## config.mk

```make
export PLATFORM = sky130hd
export DESIGN_NAME = i2c_write_serializer_unit
export DESIGN_NICKNAME = d
export VERILOG_FILES = /design/src/sv/i2c_ws_pkg.sv /design/src/sv/i2c_ws_in_reg.sv /design/src/sv/i2c_ws_phase_gen.sv /design/src/sv/i2c_write_serializer_unit.sv
export SDC_FILE = /design/constraint.sdc
export NUM_CORES = 1
export LEC_CHECK = 0
export BUFFER_PORTS_ARGS = -buffer_cell sky130_fd_sc_hd__buf_2
export CAP_MARGIN = 20
export CORE_ASPECT_RATIO = 0.8
export CORE_MARGIN = 2
export CORE_UTILIZATION = 52
export DETAILED_ROUTE_END_ITERATION = 10
export HOLD_SLACK_MARGIN = 0.02
export PLACE_DENSITY = 0.78
export SLEW_MARGIN = 30
export SYNTH_ARGS = -nofsm -noshare
export SYNTH_HDL_FRONTEND = slang
export SYNTH_SLANG_ARGS = --single-unit
```

## constraint.sdc

```tcl
create_clock -name i_clk -period 2.4 [get_ports i_clk]
set_input_delay 0.48 -clock i_clk [delete_from_list [all_inputs] [get_ports i_clk]]
set_output_delay 0.48 -clock i_clk [all_outputs]
set_load 0.01 [all_outputs]
```

## src/sv/i2c_ws_pkg.sv

```systemverilog
// Shared types and constants for the write-only I2C serializer.
package i2c_ws_pkg;

    localparam int unsigned AddrWidth = 7;
    localparam int unsigned ByteWidth = 8;
    localparam logic [3:0]  AckSlot   = 4'd8;

    typedef struct packed {
        logic [ByteWidth-1:0] payload_byte;
        logic                 open_transaction;
        logic                 close_transaction;
    } t_item;

    typedef struct packed {
        logic scl_level;
        logic sda_level;
        logic lines_driven;
        logic last_phase;
    } t_phase;

    typedef enum logic [4:0] {
        SEG_IDLE  = 5'b00001,
        SEG_START = 5'b00010,
        SEG_ADDR  = 5'b00100,
        SEG_DATA  = 5'b01000,
        SEG_STOP  = 5'b10000
    } t_seg;

endpackage

```

## src/sv/i2c_ws_in_reg.sv

```systemverilog
// Input holding register that decouples the input handshake from the phase sequencer.
module i2c_ws_in_reg (
    input  logic              i_clk,
    input  logic              i_rst_n,
    input  logic              i_valid,
    output logic              o_ready,
    input  i2c_ws_pkg::t_item i_item,
    output logic              o_item_valid,
    output i2c_ws_pkg::t_item o_item,
    input  logic              i_take
);

    logic              r_valid;
    i2c_ws_pkg::t_item r_item;
    logic              accept;

    assign o_ready      = !r_valid || i_take;
    assign accept       = i_valid && o_ready;
    assign o_item_valid = r_valid;
    assign o_item       = r_item;

    always_ff @(posedge i_clk) begin
        if (!i_rst_n) begin
            r_valid <= 1'b0;
        end else if (accept) begin
            r_valid <= 1'b1;
        end else if (i_take) begin
            r_valid <= 1'b0;
        end
    end

    always_ff @(posedge i_clk) begin
        if (accept) begin
            r_item <= i_item;
        end
    end

endmodule

```

## src/sv/i2c_ws_phase_gen.sv

```systemverilog
// Bus phase sequencer with registered phase output.
module i2c_ws_phase_gen (
    input  logic                             i_clk,
    input  logic                             i_rst_n,
    input  logic                             i_item_valid,
    input  i2c_ws_pkg::t_item                i_item,
    output logic                             o_item_take,
    input  logic [i2c_ws_pkg::AddrWidth-1:0] i_slave_address,
    output logic                             o_out_valid,
    output i2c_ws_pkg::t_phase               o_phase,
    input  logic                             i_out_ready
);

    i2c_ws_pkg::t_seg                  r_seg, n_seg;
    logic [1:0]                        r_sub, n_sub;
    logic [3:0]                        r_bit, n_bit;
    logic [i2c_ws_pkg::ByteWidth-1:0]  r_shift, n_shift;
    logic [i2c_ws_pkg::ByteWidth-1:0]  r_byte, n_byte;
    logic                              r_close, n_close;
    logic                              r_bus_open, n_bus_open;
    logic                              r_out_valid, n_out_valid;
    i2c_ws_pkg::t_phase                r_phase, n_phase;

    logic               adv;
    logic               emit;
    logic               byte_end;
    logic               item_done;
    logic               take;
    i2c_ws_pkg::t_phase cur;

    always_comb begin
        cur = '0;
        case (r_seg)
            i2c_ws_pkg::SEG_START: begin
                cur.scl_level    = (r_sub != 2'd2);
                cur.sda_level    = (r_sub == 2'd0);
                cur.lines_driven = 1'b1;
            end
            i2c_ws_pkg::SEG_ADDR, i2c_ws_pkg::SEG_DATA: begin
                cur.scl_level    = (r_sub == 2'd1);
                cur.sda_level    = r_shift[i2c_ws_pkg::ByteWidth-1];
                cur.lines_driven = 1'b1;
            end
            i2c_ws_pkg::SEG_STOP: begin
                cur.scl_level    = (r_sub != 2'd0);
                cur.sda_level    = r_sub[1];
                cur.lines_driven = (r_sub != 2'd3);
            end
            default: begin
                cur = '0;
            end
        endcase

        adv      = !r_out_valid || i_out_ready;
        emit     = adv && (r_seg != i2c_ws_pkg::SEG_IDLE);
        byte_end = (r_sub == 2'd2) && (r_bit == i2c_ws_pkg::AckSlot);
        item_done = emit && (((r_seg == i2c_ws_pkg::SEG_DATA) && byte_end && !r_close)
                            || ((r_seg == i2c_ws_pkg::SEG_STOP) && (r_sub == 2'd3)));
        cur.last_phase = item_done;
        take = i_item_valid && ((r_seg == i2c_ws_pkg::SEG_IDLE) || item_done);

        n_seg       = r_seg;
        n_sub       = r_sub;
        n_bit       = r_bit;
        n_shift     = r_shift;
        n_byte      = r_byte;
        n_close     = r_close;
        n_bus_open  = r_bus_open;
        n_out_valid = r_out_valid;
        n_phase     = r_phase;

        if (emit) begin
            n_out_valid = 1'b1;
            n_phase     = cur;
        end else if (adv) begin
            n_out_valid = 1'b0;
        end

        if (emit) begin
            case (r_seg)
                i2c_ws_pkg::SEG_START: begin
                    if (r_sub == 2'd2) begin
                        n_seg   = i2c_ws_pkg::SEG_ADDR;
                        n_sub   = 2'd0;
                        n_bit   = 4'd0;
                        n_shift = {i_slave_address, 1'b0};
                    end else begin
                        n_sub = r_sub + 2'd1;
                    end
                end
                i2c_ws_pkg::SEG_ADDR, i2c_ws_pkg::SEG_DATA: begin
                    if (r_sub == 2'd2) begin
                        n_sub = 2'd0;
                        if (byte_end) begin
                            n_bit = 4'd0;
                            if (r_seg == i2c_ws_pkg::SEG_ADDR) begin
                                n_seg   = i2c_ws_pkg::SEG_DATA;
                                n_shift = r_byte;
                            end else if (r_close) begin
                                n_seg = i2c_ws_pkg::SEG_STOP;
                            end else begin
                                n_seg = i2c_ws_pkg::SEG_IDLE;
                            end
                        end else begin
                            n_bit   = r_bit + 4'd1;
                            n_shift = {r_shift[i2c_ws_pkg::ByteWidth-2:0], 1'b0};
                        end
                    end else begin
                        n_sub = r_sub + 2'd1;
                    end
                end
                i2c_ws_pkg::SEG_STOP: begin
                    if (r_sub == 2'd3) begin
                        n_seg = i2c_ws_pkg::SEG_IDLE;
                        n_sub = 2'd0;
                    end else begin
                        n_sub = r_sub + 2'd1;
                    end
                end
                default: begin
                    n_seg = i2c_ws_pkg::SEG_IDLE;
                end
            endcase
        end

        if (take) begin
            n_sub   = 2'd0;
            n_bit   = 4'd0;
            n_byte  = i_item.payload_byte;
            n_shift = i_item.payload_byte;
            n_close = i_item.close_transaction;
            if (i_item.open_transaction) begin
                n_seg      = i2c_ws_pkg::SEG_START;
                n_bus_open = !i_item.close_transaction;
            end else if (r_bus_open) begin
                n_seg      = i2c_ws_pkg::SEG_DATA;
                n_bus_open = !i_item.close_transaction;
            end else begin
                n_seg = i2c_ws_pkg::SEG_IDLE;
            end
        end
    end

    always_ff @(posedge i_clk) begin
        if (!i_rst_n) begin
            r_seg       <= i2c_ws_pkg::SEG_IDLE;
            r_sub       <= 2'd0;
            r_bit       <= 4'd0;
            r_close     <= 1'b0;
            r_bus_open  <= 1'b0;
            r_out_valid <= 1'b0;
        end else begin
            r_seg       <= n_seg;
            r_sub       <= n_sub;
            r_bit       <= n_bit;
            r_close     <= n_close;
            r_bus_open  <= n_bus_open;
            r_out_valid <= n_out_valid;
        end
    end

    always_ff @(posedge i_clk) begin
        r_shift <= n_shift;
        r_byte  <= n_byte;
        r_phase <= n_phase;
    end

    assign o_item_take = take;
    assign o_out_valid = r_out_valid;
    assign o_phase     = r_phase;

endmodule

```

## src/sv/i2c_write_serializer_unit.sv

```systemverilog
// Top level of the write-only I2C serializer: address register, input register and sequencer.
// From idle, an accepted word passes the input register and the sequencer state before its first
// bus phase is registered at the output. One bus phase per cycle while i_out_ready does not stall
// the output; a word gives 27, 31, 57 or 61 phases, and a word ignored while no transaction is
// open gives none. The next word is held in the input register while the current one is sent.
// Reset is synchronous and active low; it clears the address to zero and closes the bus.
module i2c_write_serializer_unit (
    input  logic       i_clk,
    input  logic       i_rst_n,
    input  logic       i_in_valid,
    output logic       o_in_ready,
    input  logic [7:0] i_payload_byte,
    input  logic       i_open_transaction,
    input  logic       i_close_transaction,
    output logic       o_out_valid,
    input  logic       i_out_ready,
    output logic       o_scl_level,
    output logic       o_sda_level,
    output logic       o_lines_driven,
    output logic       o_last_phase,
    input  logic       i_cfg_we,
    input  logic [6:0] i_cfg_data
);

    logic [i2c_ws_pkg::AddrWidth-1:0] r_slave_address;
    i2c_ws_pkg::t_item                in_item;
    i2c_ws_pkg::t_item                held_item;
    logic                             held_valid;
    logic                             take;
    i2c_ws_pkg::t_phase               phase;

    always_ff @(posedge i_clk) begin
        if (!i_rst_n) begin
            r_slave_address <= '0;
        end else if (i_cfg_we) begin
            r_slave_address <= i_cfg_data;
        end
    end

    assign in_item.payload_byte      = i_payload_byte;
    assign in_item.open_transaction  = i_open_transaction;
    assign in_item.close_transaction = i_close_transaction;

    i2c_ws_in_reg u_in_reg (
        .i_clk        (i_clk),
        .i_rst_n      (i_rst_n),
        .i_valid      (i_in_valid),
        .o_ready      (o_in_ready),
        .i_item       (in_item),
        .o_item_valid (held_valid),
        .o_item       (held_item),
        .i_take       (take)
    );

    i2c_ws_phase_gen u_phase_gen (
        .i_clk           (i_clk),
        .i_rst_n         (i_rst_n),
        .i_item_valid    (held_valid),
        .i_item          (held_item),
        .o_item_take     (take),
        .i_slave_address (r_slave_address),
        .o_out_valid     (o_out_valid),
        .o_phase         (phase),
        .i_out_ready     (i_out_ready)
    );

    assign o_scl_level    = phase.scl_level;
    assign o_sda_level    = phase.sda_level;
    assign o_lines_driven = phase.lines_driven;
    assign o_last_phase   = phase.last_phase;

endmodule

```

# == After elaboration in Yosys (flattened, before gate mapping) ==
# Index checks and enable logic that the tools add are counted.
# totals
register_bits,52
inputBits,22
output_inout_bits,6
word_cells,102
# op_classes
n_addsub,2
eq_ne,19
muxes,32
bitwise_logic,1
reduce_logical,31
# op_table
operator,count
8-bit 2-to-1 mux,6
5-bit 2-to-1 mux,9
4-bit 2-to-1 mux,4
8-bit one-hot mux with 2 select lines,1
5-bit one-hot mux with 3 select lines,1
2-bit nonzero test,6
5-bit AND reduction,2
"3-bit by 2-bit != test with 1-bit output, second input constant",3
3-bit one-hot mux with 3 select lines,1
1-bit logical AND,8
4-bit one-hot mux with 2 select lines,1
1-bit 2-to-1 mux,6
"5-bit by 1-bit == test with 1-bit output, second input constant",1
"5-bit by 2-bit == test with 1-bit output, second input constant",1
"5-bit by 3-bit == test with 1-bit output, second input constant",1
"5-bit by 4-bit == test with 1-bit output, second input constant",1
"5-bit == test, second input constant",1
"5-bit by 1-bit != test with 1-bit output, second input constant",1
"4-bit by 1-bit adder with 4-bit output, second input constant",1
"2-bit == test, second input constant",2
"4-bit == test, second input constant",1
1-bit zero test,4
1-bit logical OR,4
2-bit 2-to-1 mux,2
14 further kinds,17

# == Depth between registers and ports, before layout ==
# Gate-level depths: netlist of run 1.
# logic_depth
ltp_word,11
ltp_mapped,9
ltp_nobuf,7

# == Modules after synthesis ==
# A second synthesis of run 1 with hierarchy kept.
# unflattened
hier_cells,227
hier_area_um2,2528.7
# modules_own_cells
module,instances,cells_per_inst,area_per_inst_um2,seq_area_each_um2
i2c_ws_phase_gen,1,190,1905.6,880.8
i2c_ws_in_reg,1,15,357.8,320.3
i2c_write_serializer_unit,1,22,265.3,140.1

# == Worst setup path after synthesis of run 1 ==
# OpenSTA, ideal clock, no wires.
# synth_timing
path_type,register to register
start,reg u_phase_gen.r_sub[0]
end,"reg u_phase_gen.r_shift[0] (netlist bit), enable pin"
setup_ps,375
arrival_time_ps,1939
required_ps,2025
setup_slack_ps,86
path_stages_with_launch,9
path_buffers,2
period_less_slack_ps,2314
path_cell_list,dfxtp_1 > inv_1 > ha_1 > and4b_1 > buf_2 > nand4_1 > a31oi_4 > buf_2 > o21bai_1
# synth_between
elab_chain_len,10
elab_cells_between_ends,16
classes_between,eq/ne (5); reduce/logical (11)
# synth_rtl
element,line,source
"start, declared",i2c_ws_phase_gen.sv:15,"logic [1:0] r_sub, n_sub;"
"start signal, assigned",i2c_ws_phase_gen.sv:154,r_sub <= n_sub;
2-bit == test,i2c_ws_phase_gen.sv:56,byte_end = (r_sub == 2'd2) && (r_bit == i2c_ws_pkg::AckSlot);
1-bit logical AND,i2c_ws_phase_gen.sv:56,
1-bit logical AND (2 in series),i2c_ws_phase_gen.sv:57,item_done = emit && (((r_seg == i2c_ws_pkg::SEG_DATA) && byte_end && !r_close)
1-bit logical OR *,i2c_ws_phase_gen.sv:58,|| ((r_seg == i2c_ws_pkg::SEG_STOP) && (r_sub == 2'd3)));
1-bit logical AND *,i2c_ws_phase_gen.sv:57,
1-bit logical OR *,i2c_ws_phase_gen.sv:60,take = i_item_valid && ((r_seg == i2c_ws_pkg::SEG_IDLE) || item_done);
1-bit logical AND *,i2c_ws_phase_gen.sv:60,
net take,i2c_write_serializer_unit.sv:29,logic take;
"4-bit != test (no line), or another cell as far along",-,
5-bit AND reduction (no line) *,-,
"end signal, assigned",i2c_ws_phase_gen.sv:163,r_shift <= n_shift;
"end, declared",i2c_ws_phase_gen.sv:17,"logic [i2c_ws_pkg::ByteWidth-1:0] r_shift, n_shift;"
# Mark *: on every way through the listed nets, which the timed path passes. The rest lies on a longest branch.
# A chain may end at the register's enable or synchronous reset.

# == Final worst setup path of run 1 ==
# layout_timing
start,reg u_phase_gen.r_sub[0]
end,out o_in_ready
# layout_between
elab_chain_len,9
elab_cells_between_ends,11
classes_between,eq/ne (2); reduce/logical (9)
# layout_rtl
element,line,source
2-bit == test,i2c_ws_phase_gen.sv:56,
1-bit logical AND,i2c_ws_phase_gen.sv:56,
1-bit logical AND (2 in series),i2c_ws_phase_gen.sv:57,
1-bit logical OR *,i2c_ws_phase_gen.sv:58,
1-bit logical AND *,i2c_ws_phase_gen.sv:57,
1-bit logical OR *,i2c_ws_phase_gen.sv:60,
1-bit logical AND *,i2c_ws_phase_gen.sv:60,
1-bit logical OR *,i2c_ws_in_reg.sv:17,assign o_ready = !r_valid || i_take;
"end, declared",i2c_write_serializer_unit.sv:11,"output logic o_in_ready,"
# Every way passes the cells marked *; elsewhere a longest branch is shown, timed or not.

==> results of run 1 <==
==> critical path: stages (launching register included) <==
cell	delay [ps]
dfxtp_2	350
inv_1	90
ha_1	190
and4b_1	240
nand4_1	170
and2_1	220
nand3_1	100
buf_2	140
==> final timing paths <==
check	endpoint	cells after the start
worst max-delay path	o_in_ready	7
worst min-delay path	u_in_reg.o_item[3]	1
worst max register to register	u_phase_gen.r_shift[4]	4
worst min register to register	u_phase_gen.r_byte[0]	0
==> power by group through the flow <==
stage                     clock [mW]  combinational [mW]  sequential (mW)
after floorplan                    0               0.398             1.19
after global placement             0               0.503             1.21
after detailed placement           0               0.511             1.22
after CTS                      0.526               0.511             1.20
after global routing           0.565               0.561             1.22
final                          0.509               0.507             1.20
==> cells by family after synthesis <==
family	count (synthesis)	synth area share
simple gates	76	0.168
compound gates	59	0.166
flops	52	0.550
buf+inv	22	0.0456
mux	8	0.0328
fa+ha+maj	6	0.0308
xor+xnor	2	0.00718
==> per-layer routing <==
metal | track usage | up-vias
met3 | 0.0426 | 2
met2 | 0.274 | 36
met5 | 0 | -
met4 | 0.0572 | 0
li1 | - | 881
met1 | 0.276 | 809
==> sequential cells by signal, indices dropped and copies added, names as in the netlist, 2 cells and up <==
register	flops
r_slave_address	7
u_in_reg.o_item	10
u_phase_gen.o_phase	4
u_phase_gen.r_bit	4
u_phase_gen.r_byte	8
u_phase_gen.r_seg	5
u_phase_gen.r_shift	8
u_phase_gen.r_sub	2
==> stage by stage <==
| stage | hold slack [ps] | cells | area, um2 | power [mW] |
|---|---|---|---|---|
| floorplan | 426 | 225 | 2440 | 1.59 |
| global placement | 429 | 307 | 2630 | 1.72 |
| detailed placement | 433 | 307 | 2630 | 1.73 |
| CTS | 332 | 315 | 2730 | 2.24 |
| global route | 318 | 315 | 2730 | 2.35 |
| finish | 341 | 315 | 2730 | 2.22 |
==> layout make-up <==
class                      count  share of cell area
clock buffer                   5              0.0252
clock inverter                 3             0.00916
inverter                      12              0.0165
multi-input combinational    151               0.361
sequential                    52               0.493
tap                           60              0.0275
timing repair buffer          32              0.0678
==> cell usage in the layout, fill, tap and decap left out, types with 4 or more instances in the layout <==
cell      synthesis  layout
buf_2             2      27
inv_1            12      12
nand2_1          31      31
o21ai_0          11      11
nor2_1           15      15
edfxtp_1         30      30
ha_1              6       6
a21oi_1          20      20
dfxtp_1          22      18
nand3_1           8       8
clkbuf_8          0       5
buf_4             3       4
mux2i_1           8       8
dfxtp_2           0       4
==> timing repair <==
| item | 4_1_cts | 5_1_grt |
|---|---|---|
| resized for setup | 0 | 4 |
| setup buffers | 0 | 0 |
| endpoints found under the setup margin | 0 | 1 |
==> summary.txt, run 1 <==
Critical path
  – Reg2reg start: u_phase_gen.r_seg[0]
  – Crit path DAT: 1800 ps
  – CP startpoint: u_phase_gen.r_sub[0]
  – Reg2reg setup slack: 240 ps
  – CP Max Fanout: 4
  – Worst Setup Start Kind: flop
  – CP required: 1920 ps
  – Setup CP Type: flop to output pin
  – Capturing element type of the critical path: output pin

Timing
  – Slew Limit Fails: 0
  – Clk_skew: 9.30 ps
  – Rel. slew slack: 0.516
  – Fin crit period: 2280 ps
  – Final period utilization: 0.951
  – Setup TNS: 0 ps
  – Final setup viols: 0
  – Final Hold Viols: 0
  – RSZ-0062 raised after global routing: false
  – Setup slack after layout: 117 ps
  – Worst-Margin Slew: 725 ps
  – Fmax: 438 MHz

GRT
  – GRT Resource Usage Total: 0.186
  – First-pass GRT wire length: 7470 um
  – Largest net degree at the start of global routing: 32
  – Gr ovfl total: 0
  – Vias in the first global route: 1551
  – Initial antenna violation count: 0

Clock tree
  – Htree depth: 2
  – Clk_lat worst skew: 300 ps
  – CTS sink count: 52
  – CTS Buffer Depth: 2
  – CTS Buf Count: 5
  – CTS Root Cell: clkbuf_8
  – Post-CTS Hold Buffers: 0
  – CTS tree: done
  – Clock transition at path regs: 100 ps

Routing
  – Routed wl met3: 258 um
  – DRT Pass-1 Iters: 5
  – M1 WL: 2150 um
  – Detailed Route Iter0 Violations: 76
  – Wire length on met2: 2030 um
  – DRT antenna net count: 0
  – WL final: 4470 um
  – Vias/cell: 5.49
  – WL/cell: 14.2 um
  – Via count: 1728
  – Post-route DRC: 0
  – Top Metal Used: met4

Yosys
  – Async set-reset flop share out of synthesis: 0
  – Area contributors post-synth: edfxtp_1 (37%), dfxtp_1 (18%), nand2_1 (4.8%)
  – Syn_nets: 253
  – Post-synth cell types: 50
  – Netlist Area Pre-Place: 2440 um2
  – Largest area contributor in the netlist: edfxtp_1
  – Commonest cells post-synth: nand2_1 (31), edfxtp_1 (30), dfxtp_1 (22), a21oi_1 (20), nor2_1 (15)
  – Post-synth EDFFs: 30
  – Mean area per synthesized cell: 10.8 um2
  – Count leader, synth: nand2_1
  – Seq/Total Area, Yosys: 0.550
  – Share of the synthesized area in the top cell type: 0.369
  – Post-Syn Instances: 225
  – Ys Warns: 0
  – FF+latch count, synth: 52
  – Ys flop type: edfxtp_1

Pwr
  – Net Sw Frac: 0.310
  – Leak pwr: 1.04 nW
  – Register share of total power: 0.542
  – Clock power frac: 0.229
  – NetSw: 0.689 mW
  – P_int: 1.53 mW
  – Combinational share of power: 0.228
  – Worst vdd ir: 0.462 mV
  – Pwr dens: 813 nW/um2

Place
  – IO Port Bufs: 27
  – Final HPWL DP: 3270 um
  – Pre-CTS WS: 188 ps
  – Final Wtd Congestion: 0.863

Cells and area
  – Core Util, Final: 0.602
  – Reg area: 1350 um2
  – Layout Area Growth over Synthesis: 12.0%
  – Layout Nets: 282
  – Fill count: 380
  – Layout cells sized above 1: 0.220
  – Multi-input gate area: 987 um2
  – Ant diodes: 0

Die
  – Initial Util: 0.537
  – Die area: 5260 um2
  – Die height: 65.3 um
  – Die W: 80.6 um
  – IO Pins: 28
  – Row count: 22
  – Core footprint: 4540 um2

Min path
  – HP Class: input port to flop
  – Min-delay src: i_payload_byte[1]

Job
  – Max cap viols: 0

Status
  – Status: complete, no violations
(Power assumes the default switching activity.)
==> run 2, diff against run 1 <==
--- a/config.mk
+++ b/config.mk
@@ -7,9 +7,12 @@
 export LEC_CHECK = 0
 export BUFFER_PORTS_ARGS = -buffer_cell sky130_fd_sc_hd__buf_2
 export CAP_MARGIN = 20
+export CELL_PAD_IN_SITES_DETAIL_PLACEMENT = 1
+export CELL_PAD_IN_SITES_GLOBAL_PLACEMENT = 1
 export CORE_ASPECT_RATIO = 0.8
 export CORE_MARGIN = 2
-export CORE_UTILIZATION = 52
+export CORE_UTILIZATION = 41
+export CTS_CLUSTER_SIZE = 20
 export DETAILED_ROUTE_END_ITERATION = 10
 export HOLD_SLACK_MARGIN = 0.02
 export PLACE_DENSITY = 0.78
==> run 2 against run 1 <==
  * Count of clock-buffer cells in the layout did not move
  * Cell area is 3.5% higher
  * Sequential share of layout area shrank 1.7 points
  * Largest cell class unchanged
  * Total power is 5.4% higher
  * Clock power is 17% higher
  * Routed wire length is 20% higher
  * Global-route usage down 1.5 points
  * Worst hold slack gained 1.1 ps
  * Setup slack better by 2.0 ps
  * Combinational power increased by 5.7%
  * Register-to-register slack gained 50 ps
  * Critical path depth stayed put
  * Highest routed layer unchanged
==> summary.txt, run 2 (same netlist as run 1, synthesis figures left out) <==
Status
  – Status: complete, no violations

Critical path
  – CP required: 1920 ps
  – Worst Setup Start Kind: flop
  – Worst reg2reg path depth: 4
  – Capturing element type of the critical path: output pin
  – Crit path DAT: 1800 ps
  – Setup CP Type: flop to output pin
  – CP Max Fanout: 4

Timing
  – Setup TNS: 0 ps
  – Slew Limit Fails: 0
  – Final Hold Viols: 0
  – Rel. slew slack: 0.532
  – Fin crit period: 2280 ps
  – Final period utilization: 0.951
  – Worst-Margin Slew: 700 ps
  – Fmax: 438 MHz
  – Final setup viols: 0
  – Clk_skew: 9.79 ps

Clock tree
  – CTS Root Cell: clkbuf_8
  – Htree depth: 2
  – CTS Buf Count: 5
  – Clock transition at path regs: 100 ps
  – Post-CTS Hold Buffers: 0
  – CTS tree: done
  – Clk_lat worst skew: 300 ps
  – CTS sink count: 52
  – CTS Buffer Depth: 2

Die
  – Die height: 73.0 um
  – Row count: 25
  – Initial Util: 0.419
  – Core footprint: 5820 um2
  – Die area: 6590 um2
  – IO Pins: 28
  – Die W: 90.2 um

GRT
  – Vias in the first global route: 1757
  – Met3 usage in global routing: 0.0424
  – GRT busiest layer: met2
  – GRT Resource Usage Total: 0.171
  – Gr ovfl total: 0
  – Met2 usage: 0.276
  – GRT met1 Usage: 0.236
  – Largest net degree at the start of global routing: 32
  – Initial antenna violation count: 0
  – First-pass GRT wire length: 8800 um

Pwr
  – Net Sw Frac: 0.300
  – Leak pwr: 1.08 nW
  – P_int: 1.64 mW
  – Clock power frac: 0.255
  – Worst vdd ir: 0.369 mV
  – Pwr dens: 828 nW/um2
  – Combinational share of power: 0.229
  – Register share of total power: 0.516
  – NetSw: 0.701 mW

Min path
  – Min-Delay Path Depth: 1
  – HP Class: input port to flop

Place
  – Final Wtd Congestion: 0.792
  – Final HPWL DP: 3940 um
  – Placed Instance Area: 2700 um2
  – Cell total after placement: 333
  – IO Port Bufs: 27

Cells and area
  – Layout Area Growth over Synthesis: 15.9%
  – Design area: 2830 um2
  – Most frequent cells in the layout: nand2_1 (31), edfxtp_1 (30), buf_2 (27), a21oi_1 (20), dfxtp_1 (19)
  – Layout Cells excl Fill: 342
  – Layout cells sized above 1: 0.241
  – Max reg flops: 10
  – Layout Nets: 288
  – Ant diodes: 0
  – Most common cell after layout, fill and taps aside: nand2_1
  – Fill count: 685

Job
  – Max cap viols: 0

Routing
  – Vias/cell: 5.22
  – WL/cell: 15.7 um
  – Via count: 1784
  – Post-route DRC: 0
  – DRT Pass-1 Iters: 4
  – WL final: 5360 um
  – Detailed Route Iter0 Violations: 91
  – DRT antenna net count: 0
## run 2: cell types whose count changed in the layout (fill, tap and decap cells not counted), sizes merged
cell	delta
buf	+6
clkinv	+2
inv	-2
bufinv	+1
clkinvlp	-1
## run 2: critical path, stage by stage (launching register included)
cell and delay, ps:
dfxtp_2 350, inv_2 70, ha_1 190, and4b_1 250
nand4_1 170, and2_4 220, nand3_1 110, buf_2 150
## run 2: final timing paths
kind                            end  slack [ps]                 start
max                      o_in_ready         120  u_phase_gen.r_sub[0]
min              u_in_reg.o_item[1]         340    i_open_transaction
max reg2reg  u_phase_gen.r_shift[1]         290  u_phase_gen.r_seg[2]
min reg2reg   u_phase_gen.r_byte[5]         460    u_in_reg.o_item[7]
## run 2: metal layers
| metal | routed length [um] | up-vias |
|---|---|---|
| li1 | - | 886 |
| met1 | 2570 | 860 |
| met2 | 2560 | 30 |
| met3 | 191 | 8 |
| met4 | 42 | 0 |
| met5 | 0 | - |
## run 2: layout make-up
| class | count | area, um2 | share of cell area |
|---|---|---|---|
| flip-flops and latches | 52 | 1350 | 0.476 |
| multi-input cells | 151 | 995 | 0.352 |
| repair buffers | 38 | 230 | 0.0814 |
| well taps | 81 | 101 | 0.0358 |
| clock buffers | 5 | 68.8 | 0.0243 |
| inverters | 12 | 45.0 | 0.0159 |
| clock inverters | 3 | 42.5 | 0.0150 |
## run 2: metrics by stage
step | util | worst slack [ps] | hold slack [ps] | power, mW
global placement | 0.464 | 340 | 431 | 1.74
detailed placement | 0.464 | 219 | 438 | 1.76
floorplan | - | 86.0 | 426 | 1.59
global route | 0.486 | -12.0 | 328 | 2.46
finish | 0.486 | 119 | 342 | 2.34
CTS | 0.483 | 0.965 | 338 | 2.36
## run 2: power by group through the flow
stage	clock network (mW)	registers (mW)	logic [mW]
6_report	0.598	1.21	0.536
5_1_grt	0.643	1.22	0.595
4_1_cts	0.611	1.21	0.542
3_5_place_dp	0	1.22	0.537
3_3_place_gp	0	1.21	0.525
2_1_floorplan	0	1.19	0.398
## run 2: repair_timing
item	4_1_cts	5_1_grt
buffers inserted	0	1
setup endpoints to repair	1	1
endpoints found under the hold margin	0	0
pin swaps	0	4
resized for setup	1	5
